## src/hw/rtl/address_hit_counter_table_core_defines.svh

```systemverilog
// ----------------------------------------------------------------------------
// Address hit counter table: assertion macros
// Shared concurrent assertion forms, clocked on clk with rst as the reset.
// ----------------------------------------------------------------------------
`ifndef ADDRESS_HIT_COUNTER_TABLE_CORE_DEFINES_SVH
`define ADDRESS_HIT_COUNTER_TABLE_CORE_DEFINES_SVH

// Checked only outside reset.
`define AHCT_ASSERT(lbl, prop, msg) \
  lbl: assert property (@(posedge clk) disable iff (rst) prop) else $error(msg);

// Checked at every edge, reset included.
`define AHCT_ASSERT_ALWAYS(lbl, prop, msg) \
  lbl: assert property (@(posedge clk) prop) else $error(msg);

`endif

```

## src/hw/rtl/ahct_pkg.sv

```systemverilog
// ----------------------------------------------------------------------------
// Address hit counter table package
// Table sizing, control and status types shared by the controller and datapath.
// ----------------------------------------------------------------------------
`timescale 1ns / 1ps

package ahct_pkg;

  localparam int TABLE_DEPTH = 16;
  localparam int IDX_W       = (TABLE_DEPTH > 1) ? $clog2(TABLE_DEPTH) : 1;
  localparam int OCC_W       = $clog2(TABLE_DEPTH + 1);
  localparam int ADDR_W      = 32;
  localparam int COUNT_W     = 32;
  localparam int RANK_W      = 4;
  localparam int IN_DATA_W   = 32;
  localparam int OUT_DATA_W  = 40;

  localparam logic CMD_RECORD = 1'b0;
  localparam logic CMD_QUERY  = 1'b1;

  typedef struct packed {
    logic capture;
    logic commit;
  } ctrl_t;

  typedef struct packed {
    logic out_busy;
  } stat_t;

  function automatic logic [RANK_W-1:0] to_rank(input logic [IDX_W-1:0] idx);
    logic [31:0] wide;
    wide = 32'(idx);
    return wide[RANK_W-1:0];
  endfunction

endpackage

```

## src/hw/rtl/ahct_ctrl.sv

```systemverilog
// ----------------------------------------------------------------------------
// Address hit counter table controller
// Sequences each item through lookup capture and table commit.
// ----------------------------------------------------------------------------
`timescale 1ns / 1ps

module ahct_ctrl (
  input  logic          clk,
  input  logic          rst,
  input  logic          s_tvalid,
  output logic          s_tready,
  input  ahct_pkg::stat_t stat,
  output ahct_pkg::ctrl_t ctrl
);
  import ahct_pkg::*;

  localparam logic S_ACC = 1'b0;
  localparam logic S_UPD = 1'b1;

  logic state;
  logic state_next;

  assign s_tready     = (state == S_ACC);
  assign ctrl.capture = s_tvalid && s_tready;
  assign ctrl.commit  = (state == S_UPD) && !stat.out_busy;

  always_comb begin
    state_next = state;
    unique case (state)
      S_ACC: begin
        if (ctrl.capture) begin
          state_next = S_UPD;
        end
      end
      S_UPD: begin
        if (ctrl.commit) begin
          state_next = S_ACC;
        end
      end
      default: state_next = S_ACC;
    endcase
  end

  always_ff @(posedge clk) begin
    if (rst) begin
      state <= S_ACC;
    end else begin
      state <= state_next;
    end
  end

endmodule

```

## src/hw/rtl/ahct_datapath.sv

```systemverilog
// ----------------------------------------------------------------------------
// Address hit counter table datapath
// Register cells with parallel address compare, ordered segment shift and
// the result register.
// ----------------------------------------------------------------------------
`timescale 1ns / 1ps
`include "address_hit_counter_table_core_defines.svh"

module ahct_datapath (
  input  logic                             clk,
  input  logic                             rst,
  input  ahct_pkg::ctrl_t                  ctrl,
  output ahct_pkg::stat_t                  stat,
  input  logic [ahct_pkg::IN_DATA_W-1:0]   s_tdata,
  input  logic [0:0]                       s_tuser,
  output logic                             m_tvalid,
  input  logic                             m_tready,
  output logic [ahct_pkg::OUT_DATA_W-1:0]  m_tdata,
  output logic [1:0]                       m_tuser
);
  import ahct_pkg::*;

  logic [ADDR_W-1:0]  cell_addr  [TABLE_DEPTH];
  logic [COUNT_W-1:0] cell_count [TABLE_DEPTH];
  logic [OCC_W-1:0]   occ;

  logic               cmd_q;
  logic [ADDR_W-1:0]  addr_q;
  logic               hit_q;
  logic [IDX_W-1:0]   pos_q;
  logic [COUNT_W-1:0] cnt_q;

  logic               look_hit;
  logic [IDX_W-1:0]   look_pos;
  logic [COUNT_W-1:0] look_cnt;

  logic               full;
  logic [COUNT_W-1:0] cnt_inc;
  logic [IDX_W-1:0]   dest;
  logic               dest_found;
  logic               do_move;
  logic               do_append;

  logic [COUNT_W-1:0] res_count;
  logic               res_found;
  logic [RANK_W-1:0]  res_rank;
  logic               res_dropped;

  assign stat.out_busy = m_tvalid && !m_tready;
  assign full          = (occ == OCC_W'(TABLE_DEPTH));

  always_comb begin
    look_hit = 1'b0;
    look_pos = '0;
    look_cnt = '0;
    for (int i = 0; i < TABLE_DEPTH; i++) begin
      if (!look_hit && (OCC_W'(i) < occ) && (cell_addr[i] == s_tdata[ADDR_W-1:0])) begin
        look_hit = 1'b1;
        look_pos = IDX_W'(i);
        look_cnt = cell_count[i];
      end
    end
  end

  assign cnt_inc = (cnt_q == '1) ? cnt_q : cnt_q + 1'b1;

  always_comb begin
    dest       = pos_q;
    dest_found = 1'b0;
    for (int k = 0; k < TABLE_DEPTH; k++) begin
      if (!dest_found && (IDX_W'(k) < pos_q) && (cell_count[k] < cnt_inc)) begin
        dest       = IDX_W'(k);
        dest_found = 1'b1;
      end
    end
  end

  assign do_move   = (cmd_q == CMD_RECORD) && hit_q;
  assign do_append = (cmd_q == CMD_RECORD) && !hit_q && !full;

  always_comb begin
    res_count   = '0;
    res_found   = 1'b0;
    res_rank    = '0;
    res_dropped = 1'b0;
    if (hit_q) begin
      res_found = 1'b1;
      if (cmd_q == CMD_QUERY) begin
        res_count = cnt_q;
        res_rank  = to_rank(pos_q);
      end else begin
        res_count = cnt_inc;
        res_rank  = to_rank(dest);
      end
    end else if (do_append) begin
      res_count = COUNT_W'(1);
      res_found = 1'b1;
      res_rank  = to_rank(occ[IDX_W-1:0]);
    end else if (cmd_q == CMD_RECORD) begin
      res_dropped = 1'b1;
    end
  end

  always_ff @(posedge clk) begin
    if (ctrl.capture) begin
      cmd_q  <= s_tuser[0];
      addr_q <= s_tdata[ADDR_W-1:0];
      hit_q  <= look_hit;
      pos_q  <= look_pos;
      cnt_q  <= look_cnt;
    end
  end

  always_ff @(posedge clk) begin
    if (ctrl.commit) begin
      for (int k = 0; k < TABLE_DEPTH; k++) begin
        if (do_move && (IDX_W'(k) == dest)) begin
          cell_addr[k]  <= addr_q;
          cell_count[k] <= cnt_inc;
        end else if (do_move && (IDX_W'(k) > dest) && (IDX_W'(k) <= pos_q) && (k > 0)) begin
          cell_addr[k]  <= cell_addr[(k > 0) ? k - 1 : 0];
          cell_count[k] <= cell_count[(k > 0) ? k - 1 : 0];
        end else if (do_append && (OCC_W'(k) == occ)) begin
          cell_addr[k]  <= addr_q;
          cell_count[k] <= COUNT_W'(1);
        end
      end
    end
  end

  always_ff @(posedge clk) begin
    if (rst) begin
      occ <= '0;
    end else if (ctrl.commit && do_append) begin
      occ <= occ + 1'b1;
    end
  end

  always_ff @(posedge clk) begin
    if (rst) begin
      m_tvalid <= 1'b0;
    end else if (ctrl.commit) begin
      m_tvalid <= 1'b1;
    end else if (m_tready) begin
      m_tvalid <= 1'b0;
    end
  end

  always_ff @(posedge clk) begin
    if (ctrl.commit) begin
      m_tdata <= {{(OUT_DATA_W - COUNT_W - RANK_W){1'b0}}, res_rank, res_count};
      m_tuser <= {res_dropped, res_found};
    end
  end

  `AHCT_ASSERT(a_occ_bound, occ <= OCC_W'(TABLE_DEPTH), "occupancy beyond table depth")
  `AHCT_ASSERT(a_commit_free, ctrl.commit |-> !(m_tvalid && !m_tready), "commit over pending result")
  `AHCT_ASSERT(a_append_grows, ctrl.commit && do_append |=> occ == $past(occ) + 1'b1, "append lost")
  `AHCT_ASSERT(a_drop_full, m_tvalid && m_tuser[1] |-> full, "drop with free space")

endmodule

```

## src/hw/rtl/address_hit_counter_table_core.sv

```systemverilog
// ----------------------------------------------------------------------------
// Address hit counter table core
// Counts hits per IPv4 address in a table kept in descending count order.
// ----------------------------------------------------------------------------
// Each transfer is taken one at a time: in the accept cycle the address is
// compared against every occupied table entry at once and the match is
// registered, and in the commit state that follows the count is raised and
// the entry moves up through a shift of the register cells between its new
// and old places. The commit waits while an earlier result on the master side
// has not yet been taken. The table is empty after reset, with no clearing pass.
`timescale 1ns / 1ps

module address_hit_counter_table_core (
  input  logic                             clk,
  input  logic                             rst,
  input  logic                             s_tvalid,
  output logic                             s_tready,
  input  logic [ahct_pkg::IN_DATA_W-1:0]   s_tdata,   // address
  input  logic [0:0]                       s_tuser,   // cmd
  output logic                             m_tvalid,
  input  logic                             m_tready,
  output logic [ahct_pkg::OUT_DATA_W-1:0]  m_tdata,   // hit_count, rank, zero fill
  output logic [1:0]                       m_tuser    // found, dropped
);
  import ahct_pkg::*;

  ctrl_t ctrl;
  stat_t stat;

  ahct_ctrl u_ctrl (
    .clk      (clk),
    .rst      (rst),
    .s_tvalid (s_tvalid),
    .s_tready (s_tready),
    .stat     (stat),
    .ctrl     (ctrl)
  );

  ahct_datapath u_datapath (
    .clk      (clk),
    .rst      (rst),
    .ctrl     (ctrl),
    .stat     (stat),
    .s_tdata  (s_tdata),
    .s_tuser  (s_tuser),
    .m_tvalid (m_tvalid),
    .m_tready (m_tready),
    .m_tdata  (m_tdata),
    .m_tuser  (m_tuser)
  );

endmodule
```

## config.mk

```make
export PLATFORM = sky130hd
export DESIGN_NAME = address_hit_counter_table_core
export DESIGN_NICKNAME = d
export VERILOG_FILES = /design/src/hw/rtl/ahct_pkg.sv /design/src/hw/rtl/ahct_ctrl.sv /design/src/hw/rtl/ahct_datapath.sv /design/src/hw/rtl/address_hit_counter_table_core.sv
export VERILOG_INCLUDE_DIRS = /design/src /design/src/hw/rtl
export SDC_FILE = /design/constraint.sdc
export NUM_CORES = 2
export LEC_CHECK = 0
export BUFFER_PORTS_ARGS = -buffer_cell sky130_fd_sc_hd__buf_4
export CAP_MARGIN = 0
export CELL_PAD_IN_SITES_DETAIL_PLACEMENT = 0
export CELL_PAD_IN_SITES_GLOBAL_PLACEMENT = 1
export CORE_MARGIN = 2
export CORE_UTILIZATION = 53
export CTS_CLUSTER_DIAMETER = 200
export CTS_CLUSTER_SIZE = 24
export DETAILED_ROUTE_END_ITERATION = 7
export PLACE_DENSITY = 0.84
export SLEW_MARGIN = 20
export SYNTH_ARGS = -nofsm -noshare
export SYNTH_HDL_FRONTEND = slang
export SYNTH_SLANG_ARGS = --single-unit
```

## constraint.sdc

```tcl
create_clock -name clk -period 14.98 [get_ports clk]
set_clock_uncertainty 0.15 [all_clocks]
set_input_delay 2.247 -clock clk [delete_from_list [all_inputs] [get_ports clk]]
set_output_delay 2.247 -clock clk [all_outputs]
set_load 0.1 [all_outputs]
```

==> flow_summary.json <==
{
  "antenna_found_initial": 4,
  "min-delay-start": "u_datapath.cell_count[1][248]",
  "powerDensity_nw_per_um2": 83.4,
  "core_sq_um": 131000,
  "clock.fmax_ghz": 0.0940,
  "crit_path_end_kind": "flip-flop",
  "tns_ns": 0,
  "hold_buffers": 0,
  "cts_buffer_depth": 3,
  "comb_power_share_pct": 12.3,
  "synth-edff-count": 1132,
  "cts_resized": 0,
  "r2r_end": "u_datapath.cell_count[1][181]",
  "wirelength_mm": 240,
  "place_congestion": 1.06,
  "crit_fanout": 40,
  "grtUsageTotal_pct": 34.7,
  "slew_headroom_pct": 10.4,
  "switching_power_mw": 1.65,
  "r2r_slack_ns": 4.34,
  "path_class": "reg2reg",
  "grt_setup_unrepaired": "false",
  "nets": 6466,
  "cp.arrival_ns": 10.87,
  "cp.required_ns": 15.21,
  "swShare_pct": 26.7,
  "grt_pass1_wl_mm": 349,
  "synth_ff_type": "edfxtp_1",
  "p_leak_nw": 26.1,
  "grt_max_degree": 94,
  "ios": 81,
  "whs_endpoint": "u_datapath.cnt_q[24]",
  "rr_worst_depth": 25,
  "post-route-period-util_pct": 71.0,
  "vias": 53200,
  "hold_viol": 0,
  "die_area_sq_um": 135000,
  "yosys_register_bits": 1139,
  "seqPwrFrac_pct": 59.2,
  "syn2layout_area_growth_pct": 5.76,
  "postCtsSetupBuffers": 0,
  "initial_core_util_pct": 53.4,
  "pwr-share-clk_pct": 28.5,
  "clk_latency_ns": 0.77,
  "tightestPinTransition_ns": 1.33,
  "ys_warn_count": 0,
  "avgSynthCellArea_sq_um": 11.3,
  "async_flop_share_pct": 0,
  "hold_class": "reg2reg",
  "reg2reg_from": "u_datapath.cnt_q[0]",
  "fp-row-count": 133,
  "period_needed_ns": 10.64,
  "setup_viol": 0,
  "ir_drop_v": 0.000100,
  "cts-root-buf": "clkbuf_16",
  "die_h_microns": 368,
  "cts_sinks": 1139,
  "maxSlewViolCount": 0,
  "vias_per_cell": 6.82,
  "ctsHtreeMaxLevel": 2,
  "yosysSeqAreaShare_pct": 48.7,
  "gr-total-overflow": 0,
  "cts.clk_slew.worst_paths_ns": 0.12,
  "hold_ws_ns": 0.392,
  "drc_errors": 0,
  "dr.first_iter.drc_count": 6825,
  "start_kind": "flip-flop",
  "final_util_pct": 56.4,
  "postRouteAntennaNets": 0,
  "cts_tree": "done",
  "cts_made_buffers": 53,
  "holdPathStages": 2,
  "maxCapViolations": 0,
  "die_w_microns": 368,
  "status": "finished, final reports clean",
  "p_int_mw": 4.53,
  "grt_pass1_vias": 50500,
  "port_buffers": 76,
  "synth.distinct_cells": 107,
  "syn-cell-area_sq_um": 70100,
  "syn_inst": 6199,
  "detailed_place_hpwl_mm": 176,
  "drive_gt1_share_pct": 13.4,
  "wl_per_cell_microns": 30.8,
  "dr.pass1.iters": 6
}
-- cells in the mapped netlist, drive strengths merged (9+ instances only) --
| cell | count | area, sq um |
|---|---|---|
| edfxtp | 1132 | 34000 |
| and4 | 26 | 230 |
| o211ai | 29 | 241 |
| a211o | 15 | 131 |
| o21a | 13 | 97.6 |
| a31o | 22 | 193 |
| or2 | 17 | 106 |
| clkbuf | 330 | 1240 |
| a21oi | 123 | 619 |
| nand2 | 623 | 2340 |
| nand2b | 22 | 138 |
| xor2 | 254 | 2230 |
| a2111oi | 18 | 164 |
| a21o | 84 | 631 |
| o31ai | 76 | 589 |
| a221o | 84 | 841 |
| or3 | 16 | 100 |
| buf | 118 | 686 |
| a22oi | 24 | 180 |
| nor2 | 494 | 1850 |
| o22ai | 16 | 100 |
| a31oi | 33 | 219 |
| a21boi | 11 | 86.3 |
| and2 | 47 | 294 |
| and3 | 33 | 206 |
| o41ai | 10 | 87.6 |
| nor3 | 158 | 801 |
| mux2 | 508 | 5920 |
| nand4 | 156 | 997 |
| o21ai | 166 | 835 |
| or4 | 10 | 75.1 |
| xnor2 | 317 | 2780 |
| mux2i | 26 | 260 |
| nor2b | 22 | 138 |
| ha | 424 | 5310 |
| inv | 72 | 270 |
| a211oi | 312 | 2360 |
| o221ai | 9 | 78.8 |
| nand3 | 95 | 475 |
| o2111ai | 27 | 243 |
| nor4 | 91 | 603 |
| a221oi | 37 | 324 |
-- worst max-delay path by stage --
| stage | start | to | slack [ns] | cells after the start |
|---|---|---|---|---|
| after global routing | u_datapath.cnt_q[0] | u_datapath.cell_count[1][166] | 4.00 | 27 |
| after CTS | u_datapath.cnt_q[0] | u_datapath.cell_count[1][169] | 4.66 | 27 |
| after floorplan | u_datapath.cnt_q[1] | u_datapath.cell_addr[0][100] | 3.72 | 26 |
| final | u_datapath.cnt_q[0] | u_datapath.cell_count[1][181] | 4.34 | 25 |
| after detailed placement | u_datapath.cnt_q[0] | u_datapath.cell_count[1][172] | 4.73 | 27 |
| after global placement | u_datapath.cnt_q[0] | u_datapath.cell_count[1][188] | 5.02 | 25 |
-- power by group through the flow --
stage	logic, mW	registers (mW)	clock network, mW
5_1_grt	0.815	3.66	1.86
4_1_cts	0.746	3.65	1.76
3_5_place_dp	0.742	3.72	0
3_3_place_gp	0.727	3.72	0
6_report	0.762	3.66	1.76
2_1_floorplan	0.488	3.72	0
-- kinds of logic after synthesis --
group,synth area share [%]
XOR/XNOR,7.15
other,0.00535
AO/OA/AOI/OAI,12.3
multiplexers,8.82
flip-flops,48.7
buffers and inverters,3.14
AND/OR/NAND/NOR,12.2
adder cells (fa/ha/maj),7.64
-- flip-flops by register name, indices dropped and copies added (netlist names) --
register               flops
u_datapath.pos_q           4
u_datapath.cmd_q           1
u_datapath.occ             5
u_datapath.cell_count    512
u_datapath.hit_q           1
u_ctrl.state               1
u_datapath.m_tuser         2
u_datapath.m_tdata        36
u_datapath.cnt_q          32
u_datapath.addr_q         32
u_datapath.cell_addr     512
u_datapath.m_tvalid        1
-- through the flow --
| stage | instance area, sq um | total power, mW | setup slack [ns] | cells |
|---|---|---|---|---|
| 3_5_place_dp | 72500 | 4.47 | 4.73 | 7703 |
| 3_3_place_gp | 72500 | 4.45 | 5.02 | 7703 |
| 6_report | 74100 | 6.18 | 4.34 | 7798 |
| 2_1_floorplan | 70100 | 4.21 | 3.72 | 6202 |
| 5_1_grt | 74100 | 6.33 | 4.00 | 7796 |
| 4_1_cts | 74000 | 6.16 | 4.66 | 7794 |
-- area by class of cell --
cell class / count / area (sq um)
well taps: 1755 / 2200
clock buffers: 86 / 1450
repair buffers: 196 / 1500
multi-input cells: 4542 / 34400
flip-flops and latches: 1139 / 34100
diodes: 2 / 5.00
inverters: 73 / 274
fillers: 11000 / 57200
clock inverters: 5 / 110
-- critical path, stage by stage, from the launching register on --
cell       delay, ns
edfxtp_1        0.58
ha_1            0.38
nand2_1         0.19
or4_1           0.65
or2_1           0.39
nor2_1          0.59
nor2_1          0.25
nand3_1         0.24
xor2_4          0.15
buf_4           0.46
ha_1            0.36
a21o_1          0.16
a21o_1          0.17
a21o_1          0.23
a21o_1          0.22
a311oi_1        1.05
o221a_2         0.54
a2111oi_2       0.10
and4_4          0.24
o31a_1          0.50
nand2_2         0.30
nand2_1         0.33
nand2_2         0.13
buf_4           0.47
a311o_2         0.76
buf_4           0.58
-- layout by cell type (no fill, tap or decap), types with 21 or more instances in the layout --
cell type	n
o2111ai_1	25
clkbuf_16	53
a31oi_1	30
a211oi_1	308
mux2_4	53
a22oi_1	24
inv_1	71
nand2_1	615
and4_1	24
buf_4	194
xnor2_1	302
ha_1	424
nand4_1	154
a221o_1	83
and2_1	44
a31o_2	21
nor3_1	152
o211ai_1	26
o31ai_1	74
a21o_1	84
a21oi_1	122
and3_1	32
mux2_1	109
o21ai_0	157
nand2b_1	21
mux2i_1	25
clkbuf_1	33
nor4_1	82
nand3_1	94
mux2_2	346
nor2_1	481
a221oi_1	37
edfxtp_1	1132
xor2_1	241
-- routing by layer --
metal,up-vias,GRT usage (%),part of all wire (%)
met3,453,7.50,11
met4,4,12.4,4.0
li1,23100,-,-
met2,3076,51.8,43
met1,26600,49.7,42
met5,-,0,0.011
Power figures use the tool's default switching activity.
